File: src/rtl/core/rdf_pkg.sv
// Shared types, command codes and rectangle setup for the framebuffer draw engine.
package rdf_pkg;

    localparam int COLS_DEF = 64;
    localparam int ROWS_DEF = 32;

    // Coordinate width: wide enough for an edge at pos + size + 1.
    localparam int CW = 9;

    localparam logic [2:0] CMD_CLEAR   = 3'd0;
    localparam logic [2:0] CMD_PLOT    = 3'd1;
    localparam logic [2:0] CMD_OUTLINE = 3'd2;
    localparam logic [2:0] CMD_FILL    = 3'd3;
    localparam logic [2:0] CMD_READ    = 3'd4;

    localparam logic [1:0] SEG_TOP    = 2'd0;
    localparam logic [1:0] SEG_BOTTOM = 2'd1;
    localparam logic [1:0] SEG_LEFT   = 2'd2;
    localparam logic [1:0] SEG_RIGHT  = 2'd3;

    typedef struct packed {
        logic [2:0] command;
        logic [7:0] pos_x;
        logic [7:0] pos_y;
        logic [7:0] size_w;
        logic [7:0] size_h;
    } rdf_cmd_word_t;

    typedef struct packed {
        logic pixel_lit;
        logic in_range;
    } rdf_rsp_word_t;

    // Half-open rectangle: columns c0..c1-1, rows r0..r1-1.
    typedef struct packed {
        logic [CW-1:0] c0;
        logic [CW-1:0] c1;
        logic [CW-1:0] r0;
        logic [CW-1:0] r1;
    } rdf_rect_t;

    function automatic rdf_rect_t seg_rect(
        input logic [2:0] cmd,
        input logic [1:0] seg,
        input logic [7:0] x,
        input logic [7:0] y,
        input logic [7:0] w,
        input logic [7:0] h
    );
        rdf_rect_t     rect;
        logic [CW-1:0] xe;
        logic [CW-1:0] ye;
        logic [CW-1:0] xr;
        logic [CW-1:0] yb;
        xe = {1'b0, x};
        ye = {1'b0, y};
        xr = xe + {1'b0, w};
        yb = ye + {1'b0, h};
        rect = '0;
        unique case (cmd)
            CMD_CLEAR:
            begin
                rect.c0 = '0;
                rect.c1 = '1;
                rect.r0 = '0;
                rect.r1 = '1;
            end
            CMD_PLOT:
            begin
                rect.c0 = xe;
                rect.c1 = xe + CW'(1);
                rect.r0 = ye;
                rect.r1 = ye + CW'(1);
            end
            CMD_FILL:
            begin
                rect.c0 = xe;
                rect.c1 = xr;
                rect.r0 = ye;
                rect.r1 = yb;
            end
            CMD_OUTLINE:
            begin
                unique case (seg)
                    SEG_TOP:
                    begin
                        rect.c0 = xe;
                        rect.c1 = xr + CW'(1);
                        rect.r0 = ye;
                        rect.r1 = ye + CW'(1);
                    end
                    SEG_BOTTOM:
                    begin
                        rect.c0 = xe;
                        rect.c1 = xr + CW'(1);
                        rect.r0 = yb;
                        rect.r1 = yb + CW'(1);
                    end
                    SEG_LEFT:
                    begin
                        rect.c0 = xe;
                        rect.c1 = xe + CW'(1);
                        rect.r0 = ye;
                        rect.r1 = yb + CW'(1);
                    end
                    default:
                    begin
                        rect.c0 = xr;
                        rect.c1 = xr + CW'(1);
                        rect.r0 = ye;
                        rect.r1 = yb + CW'(1);
                    end
                endcase
            end
            default:
            begin
                rect = '0;
            end
        endcase
        return rect;
    endfunction

    function automatic logic seg_last(input logic [2:0] cmd, input logic [1:0] seg);
        return (cmd != CMD_OUTLINE) || (seg == SEG_RIGHT);
    endfunction

endpackage

File: src/rtl/core/rdf_walker.sv
// Rectangle walker: clips a rectangle to the screen and steps one cell address per cycle.
module rdf_walker
    import rdf_pkg::*;
#(
    parameter int COLS   = COLS_DEF,
    parameter int ROWS   = ROWS_DEF,
    parameter int ADDR_W = 11
)
(
    input  logic              clk,
    input  logic              rst_n,
    input  logic              start,
    input  rdf_rect_t         rect,
    output logic              wr_en,
    output logic [ADDR_W-1:0] wr_addr,
    output logic              done
);

    typedef enum logic [1:0] {W_IDLE, W_RUN, W_DONE} walk_state_t;

    walk_state_t   state_reg, state_next;
    logic [CW-1:0] c_reg, c_next;
    logic [CW-1:0] r_reg, r_next;
    logic [CW-1:0] c0_reg, c0_next;
    logic [CW-1:0] cend_reg, cend_next;
    logic [CW-1:0] rend_reg, rend_next;

    logic [CW-1:0] clip_c1;
    logic [CW-1:0] clip_r1;
    logic [CW-1:0] c_inc;
    logic [CW-1:0] r_inc;

    always_comb
    begin
        clip_c1 = (rect.c1 > CW'(COLS)) ? CW'(COLS) : rect.c1;
        clip_r1 = (rect.r1 > CW'(ROWS)) ? CW'(ROWS) : rect.r1;
        c_inc   = c_reg + CW'(1);
        r_inc   = r_reg + CW'(1);

        state_next = state_reg;
        c_next     = c_reg;
        r_next     = r_reg;
        c0_next    = c0_reg;
        cend_next  = cend_reg;
        rend_next  = rend_reg;

        unique case (state_reg)
            W_IDLE:
            begin
                if (start)
                begin
                    c_next    = rect.c0;
                    r_next    = rect.r0;
                    c0_next   = rect.c0;
                    cend_next = clip_c1;
                    rend_next = clip_r1;
                    if ((rect.c0 >= clip_c1) || (rect.r0 >= clip_r1))
                        state_next = W_DONE;
                    else
                        state_next = W_RUN;
                end
            end
            W_RUN:
            begin
                if (c_inc >= cend_reg)
                begin
                    c_next = c0_reg;
                    r_next = r_inc;
                    if (r_inc >= rend_reg)
                        state_next = W_DONE;
                end
                else
                begin
                    c_next = c_inc;
                end
            end
            default:
            begin
                state_next = W_IDLE;
            end
        endcase
    end

    always_ff @(posedge clk or negedge rst_n)
    begin
        if (!rst_n)
        begin
            state_reg <= W_IDLE;
        end
        else
        begin
            state_reg <= state_next;
        end
    end

    always_ff @(posedge clk)
    begin
        c_reg    <= c_next;
        r_reg    <= r_next;
        c0_reg   <= c0_next;
        cend_reg <= cend_next;
        rend_reg <= rend_next;
    end

    assign wr_en   = (state_reg == W_RUN);
    assign wr_addr = ADDR_W'(r_reg) * ADDR_W'(COLS) + ADDR_W'(c_reg);
    assign done    = (state_reg == W_DONE);

endmodule

File: src/rtl/core/rect_draw_framebuffer_top.sv
// Top level of the framebuffer draw engine: command sequencer, cell store and response register.
// Throughput: one command at a time, the walker writing one cell per cycle.
// Reset: a clearing pass zeroes the store; cmd_ready stays low until that pass ends.
// A finished response waits in its register while the next command is taken.
module rect_draw_framebuffer_top
    import rdf_pkg::*;
#(
    parameter int COLS = COLS_DEF,
    parameter int ROWS = ROWS_DEF
)
(
    input  logic          clk,
    input  logic          rst_n,
    input  logic          cmd_valid,
    output logic          cmd_ready,
    input  rdf_cmd_word_t cmd_word,
    output logic          rsp_valid,
    input  logic          rsp_ready,
    output rdf_rsp_word_t rsp_word
);

    localparam int DEPTH  = ROWS * COLS;
    localparam int ADDR_W = (DEPTH > 1) ? $clog2(DEPTH) : 1;

    typedef enum logic [2:0] {S_IDLE, S_LAUNCH, S_WAIT, S_READ, S_READ_DATA, S_DONE}
        seq_state_t;

    seq_state_t    state_reg, state_next;
    logic [2:0]    cmd_reg, cmd_next;
    logic [7:0]    x_reg, x_next;
    logic [7:0]    y_reg, y_next;
    logic [7:0]    w_reg, w_next;
    logic [7:0]    h_reg, h_next;
    logic [1:0]    seg_reg, seg_next;
    logic          init_reg, init_next;
    logic          on_reg, on_next;
    logic          lit_reg, lit_next;
    logic          rsp_valid_reg, rsp_valid_next;
    rdf_rsp_word_t rsp_reg, rsp_next;

    logic              mem [DEPTH];
    logic              rd_data_reg;
    logic [ADDR_W-1:0] rd_addr;

    logic              walk_start;
    rdf_rect_t         walk_rect;
    logic              wr_en;
    logic [ADDR_W-1:0] wr_addr;
    logic              walk_done;
    logic              accept;
    logic              on_now;

    assign walk_start = (state_reg == S_LAUNCH);
    assign walk_rect  = seg_rect(cmd_reg, seg_reg, x_reg, y_reg, w_reg, h_reg);

    rdf_walker #(
        .COLS   (COLS),
        .ROWS   (ROWS),
        .ADDR_W (ADDR_W)
    ) u_walker (
        .clk     (clk),
        .rst_n   (rst_n),
        .start   (walk_start),
        .rect    (walk_rect),
        .wr_en   (wr_en),
        .wr_addr (wr_addr),
        .done    (walk_done)
    );

    assign rd_addr = on_reg ? (ADDR_W'(y_reg) * ADDR_W'(COLS) + ADDR_W'(x_reg)) : '0;

    always_ff @(posedge clk)
    begin
        if (wr_en)
            mem[wr_addr] <= (cmd_reg != CMD_CLEAR);
        rd_data_reg <= mem[rd_addr];
    end

    assign cmd_ready = (state_reg == S_IDLE);
    assign accept    = cmd_valid && cmd_ready;
    assign on_now    = ({1'b0, cmd_word.pos_x} < CW'(COLS))
                    && ({1'b0, cmd_word.pos_y} < CW'(ROWS));

    always_comb
    begin
        state_next     = state_reg;
        cmd_next       = cmd_reg;
        x_next         = x_reg;
        y_next         = y_reg;
        w_next         = w_reg;
        h_next         = h_reg;
        seg_next       = seg_reg;
        init_next      = init_reg;
        on_next        = on_reg;
        lit_next       = lit_reg;
        rsp_next       = rsp_reg;
        rsp_valid_next = rsp_valid_reg;

        if (rsp_valid_reg && rsp_ready)
            rsp_valid_next = 1'b0;

        unique case (state_reg)
            S_IDLE:
            begin
                if (accept)
                begin
                    cmd_next = cmd_word.command;
                    x_next   = cmd_word.pos_x;
                    y_next   = cmd_word.pos_y;
                    w_next   = cmd_word.size_w;
                    h_next   = cmd_word.size_h;
                    on_next  = on_now;
                    lit_next = 1'b0;
                    seg_next = SEG_TOP;
                    priority if (cmd_word.command == CMD_READ)
                        state_next = S_READ;
                    else if (cmd_word.command > CMD_READ)
                        state_next = S_DONE;
                    else
                        state_next = S_LAUNCH;
                end
            end
            S_LAUNCH:
            begin
                state_next = S_WAIT;
            end
            S_WAIT:
            begin
                if (walk_done)
                begin
                    if (!seg_last(cmd_reg, seg_reg))
                    begin
                        seg_next   = seg_reg + 2'd1;
                        state_next = S_LAUNCH;
                    end
                    else if (init_reg)
                    begin
                        init_next  = 1'b0;
                        state_next = S_IDLE;
                    end
                    else
                    begin
                        state_next = S_DONE;
                    end
                end
            end
            S_READ:
            begin
                state_next = S_READ_DATA;
            end
            S_READ_DATA:
            begin
                lit_next   = on_reg & rd_data_reg;
                state_next = S_DONE;
            end
            default:
            begin
                if (!rsp_valid_reg || rsp_ready)
                begin
                    rsp_next.pixel_lit = lit_reg;
                    rsp_next.in_range  = on_reg;
                    rsp_valid_next     = 1'b1;
                    state_next         = S_IDLE;
                end
            end
        endcase
    end

    always_ff @(posedge clk or negedge rst_n)
    begin
        if (!rst_n)
        begin
            state_reg     <= S_LAUNCH;
            cmd_reg       <= CMD_CLEAR;
            seg_reg       <= SEG_TOP;
            init_reg      <= 1'b1;
            rsp_valid_reg <= 1'b0;
        end
        else
        begin
            state_reg     <= state_next;
            cmd_reg       <= cmd_next;
            seg_reg       <= seg_next;
            init_reg      <= init_next;
            rsp_valid_reg <= rsp_valid_next;
        end
    end

    always_ff @(posedge clk)
    begin
        x_reg   <= x_next;
        y_reg   <= y_next;
        w_reg   <= w_next;
        h_reg   <= h_next;
        on_reg  <= on_next;
        lit_reg <= lit_next;
        rsp_reg <= rsp_next;
    end

    assign rsp_valid = rsp_valid_reg;
    assign rsp_word  = rsp_reg;

endmodule

File: config.mk
export PLATFORM = sky130hd
export DESIGN_NAME = rect_draw_framebuffer_top
export DESIGN_NICKNAME = d
export VERILOG_FILES = /design/src/rtl/core/rdf_pkg.sv /design/src/rtl/core/rdf_walker.sv /design/src/rtl/core/rect_draw_framebuffer_top.sv
export SDC_FILE = /design/constraint.sdc
export NUM_CORES = 2
export LEC_CHECK = 0
export ABC_CLOCK_PERIOD_IN_PS = 49400
export BUFFER_PORTS_ARGS = -buffer_cell sky130_fd_sc_hd__buf_2
export CORE_ASPECT_RATIO = 1.4
export CORE_MARGIN = 4
export CORE_UTILIZATION = 55
export CTS_BUF_LIST = sky130_fd_sc_hd__clkbuf_8
export DETAILED_ROUTE_END_ITERATION = 7
export GPL_ROUTABILITY_DRIVEN = 0
export PLACE_DENSITY_LB_ADDON = 0.08
export SYNTH_ARGS = -nofsm -noshare
export SYNTH_HDL_FRONTEND = slang
export SYNTH_SLANG_ARGS = --single-unit
export TNS_END_PERCENT = 1
File: constraint.sdc
create_clock -name clk -period 49.4 [get_ports clk]
set_clock_uncertainty 0.2 [all_clocks]
set_input_delay 4.94 -clock clk [delete_from_list [all_inputs] [get_ports clk]]
set_output_delay 4.94 -clock clk [all_outputs]
set_load 0.01 [all_outputs]
==> results summary <==
Setup repair after global routing left no endpoint under its margin. In the finished design, the share of the clock period the worst path needs comes to 0.144. The detailed router's first-iteration violation count is 10080. The post-detailed-route DRC marker count came out at 0.

The die extent in x came out at ~360 µm. The post-layout utilization of the core is 0.599. The number of buffers inserted during clock tree synthesis is 340. Data arrives at the worst endpoint at 1.99 ns. The post-synthesis sequential element count came out at 2142.

The number of hold buffers added after cts is 0. STA classifies the critical path endpoint as an output port. The standby leakage power is ~33 nW. Walking the worst path, the cells encountered are nor3_1, buf_2.

The clock tree synthesis step divided the H-tree into 5 levels. TritonCTS built the clock tree. The buffer and inverter count on the worst path is 1. The root buffer selected by CTS is sky130_fd_sc_hd__clkbuf_8. After detailed routing, the average wire length per cell comes to 33.0 µm. A synthesized cell averages around 12 µm². The slack of the worst reg-to-reg path is approximately 42 ns.

The final max-slew violation count is 0. On the critical path the largest part of the delay comes from flip-flops. The synthesized instance count is between 7000 and 8000. The first detailed-routing pass took 6 iterations.

The maximum net fanout on the critical path came out at 14. In this run the most critical hold path is launched from lit_reg$_SDFFCE_PN0P_. Setup total negative slack on the finished layout was measured at 0 ns. The number of warnings reported in the yosys synthesis log came out at 0. The share of Yosys cell area claimed by the top area cell type came out at 0.664. The region available for standard cell placement spans about 170000 µm². For hold timing, the worst endpoint is rsp_word[1]$_DFFE_PP_. The synthesized netlist occupies a cell area of roughly 96000 µm².

The startpoint of the worst-slack reg-to-reg timing path is on_reg$_DFFE_PP_. The run finished with clean final reports. sky130_fd_sc_hd__edfxtp_1 takes more of the synthesized area than any other cell. The number of antenna violations at the first check in global routing came out at 16. The placed wire-length estimate came out at around 180 mm. The worst setup path is of the reg2out kind.

The power density over the cells came out at 52.9 nW/µm². The clock period minus final worst setup slack came out at between 7 and 8 ns. The top register by number of flip-flops is mem. For this run, the total global-route usage over all layers was measured as 0.363. Clock tree synthesis found a total of between 2000 and 2500 sinks. The global route total overflow is 0.

The upper clock frequency limit is between 100 and 150 MHz. Entering global routing, the biggest net connects approximately 260 pins. The placed cell count came out at ~9500.

The initial utilization of the core area, before any placement, comes to 0.553. The die height came out at approximately 500 µm. After synthesis, the most frequently instantiated cells are 2157 x sky130_fd_sc_hd__nor2_1, 2129 x sky130_fd_sc_hd__edfxtp_1, 525 x sky130_fd_sc_hd__clkbuf_1. The number of enable-type register cells in the synthesized netlist came out at between 2000 and 2500.

The count of pins on the block boundary is 43. The die outline area came out at 182000 µm². The fraction of layout cells with a size suffix above 1 came out at 0.116. By area the synthesized netlist is led by sky130_fd_sc_hd__edfxtp_1 66%, sky130_fd_sc_hd__nor2_1 8.4%, sky130_fd_sc_hd__mux2i_1 4.2%. In the synthesized netlist the dominant register cell turns out to be sky130_fd_sc_hd__edfxtp_1. Measured in cells, the most critical reg-to-reg path has a length of 12. The capture point of the worst reg-to-reg path is rd_data_reg$_DFF_P_. The first-pass GRT wire length came out at around 470 mm. The placement row count came out at between 150 and 200. The finished layout holds ~10000 standard cells, fillers aside. The via-per-instance ratio came out at between 6 and 7.

The maximum single-stage delay on the critical path is roughly 0.52 ns. Once the clock tree was built, the resizer swapped 0 gates to a different size. For the worst setup path, the data required time is between 40 and 50 ns. Measured against its own limit, the worst slew margin works out to 0.0602. The final-report hold violation count is 0. The port buffer count came out at 42.

The layout-stage area growth over the synthesis result came out at 8.21%. The maximum buffer depth of the clock tree is 4. The number of distinct library cell variants in the gate-level netlist after synthesis came out at 93. Of the synthesized area, sequential elements account for 0.668.

The worst-margin pin slew came out at about 1.4 ns. The type of the most critical hold path is reg2reg. The share of async-settable or async-resettable flops after synthesis came out at 0.00560.

The number of cells on the worst hold path came out at 0. The largest individual stage delay along the critical path comes from the cell sky130_fd_sc_hd__dfrtp_1. The maximum ir drop on the vdd rail came out at 0.0534 mV. The post-route worst hold slack is 0.235 ns. The number of nets in the layout came out at just under 8000.

The worst setup path is launched from a register. The total via count after detailed routing is 68214. The number of global-route vias before repair was approximately 65000. The number of flip-flops in the largest register came out at ~2000.

The number of maximum-capacitance violations came out at 0. The number of buffers inserted to repair setup after CTS is 0. The final wirelength came out at between 300 and 400 mm.

For the worst-skew pair, the clock arrives at the later sink with an insertion delay of between 1 and 1.5 ns. sky130_fd_sc_hd__nor2_1 is the most common cell in the netlist. Setup violations remaining at the end of the flow were counted as 0. The detail route stage leaves a number of antenna-violating nets equal to 0.

The layout has 14140 filler cells. The clock-pin slew reported for the worst setup and hold paths after clock tree synthesis is ~0.06 ns.
-- kinds of logic (layout without fill, tap and decap cells) --
kind of cell | after synthesis | count (layout) | share of synthesized area
other cells | 2 | 26 | 0.0000780
xor+xnor | 49 | 49 | 0.00446
compound gates | 1160 | 1160 | 0.0839
buf+inv | 772 | 838 | 0.0338
fa+ha+maj | 74 | 74 | 0.00993
mux | 596 | 596 | 0.0762
simple gates | 2972 | 2972 | 0.124
flops | 2142 | 2142 | 0.668
-- layer usage --
layer | global-route usage | routed length, µm | vias up
met3 | 0.0855 | 40100 | 1088
met1 | 0.457 | 116000 | 34358
li1 | - | - | 28061
met4 | 0.232 | 24500 | 8
met5 | 0 | 52 | -
met2 | 0.570 | 154000 | 4699
-- per-stage QoR --
stage | instance area, µm² | worst slack (ns) | total power, W
floorplan | 96300 | 13.77 | 0.00441
global placement | 98100 | 42.70 | 0.00405
detailed placement | 98100 | 42.75 | 0.00407
CTS | 104000 | 42.21 | 0.00545
global route | 104000 | 42.13 | 0.00565
finish | 104000 | 42.27 | 0.00550
-- final cells by class --
cell class                 count  area [µm²]  area share
sequential                  2142       64300       0.617
multi-input combinational   4861       29200       0.280
clock buffer                 350        4820      0.0463
tap                         2287        2860      0.0275
timing repair buffer         216        1650      0.0159
clock inverter               229        1180      0.0113
inverter                      43         164     0.00157
antenna                       16        40.0    0.000384
-- how the worst max path moves through the flow --
stage	end	slack, ns	startpoint	depth (start not counted)
finish	cmd_ready	42.27	state_reg[1]$_DFFE_PN0P_	2
detailed placement	rd_data_reg$_DFF_P_	42.75	on_reg$_DFFE_PP_	12
CTS	cmd_ready	42.21	state_reg[1]$_DFFE_PN0P_	2
global placement	rd_data_reg$_DFF_P_	42.70	on_reg$_DFFE_PP_	12
global route	cmd_ready	42.13	state_reg[1]$_DFFE_PN0P_	2
floorplan	mem[0]$_DFFE_PP_	13.77	cmd_reg[1]$_DFFE_PN0P_	3
-- cell usage in the layout (no fill, tap or decap), types with 71 or more instances in the layout --
cell type	instances
sky130_fd_sc_hd__o221ai_1	96
sky130_fd_sc_hd__edfxtp_1	2129
sky130_fd_sc_hd__clkbuf_8	350
sky130_fd_sc_hd__o21ai_0	164
sky130_fd_sc_hd__buf_4	163
sky130_fd_sc_hd__clkinv_1	76
sky130_fd_sc_hd__mux4_2	100
sky130_fd_sc_hd__nand2_1	444
sky130_fd_sc_hd__a21oi_1	183
sky130_fd_sc_hd__o22ai_1	196
sky130_fd_sc_hd__inv_1	148
sky130_fd_sc_hd__o211ai_1	71
sky130_fd_sc_hd__nand3_1	73
sky130_fd_sc_hd__mux2_2	92
sky130_fd_sc_hd__mux2i_1	404
sky130_fd_sc_hd__nor2_1	2149
-- report_power, final --
group          internal, W  switching (W)  leakage, nW
logic             0.000375        0.00134         10.6
registers          0.00234      0.0000438         19.1
clock network     0.000705       0.000700         3.49
total              0.00342        0.00209         33.1
No activity file was read; power rests on OpenSTA's default activity.
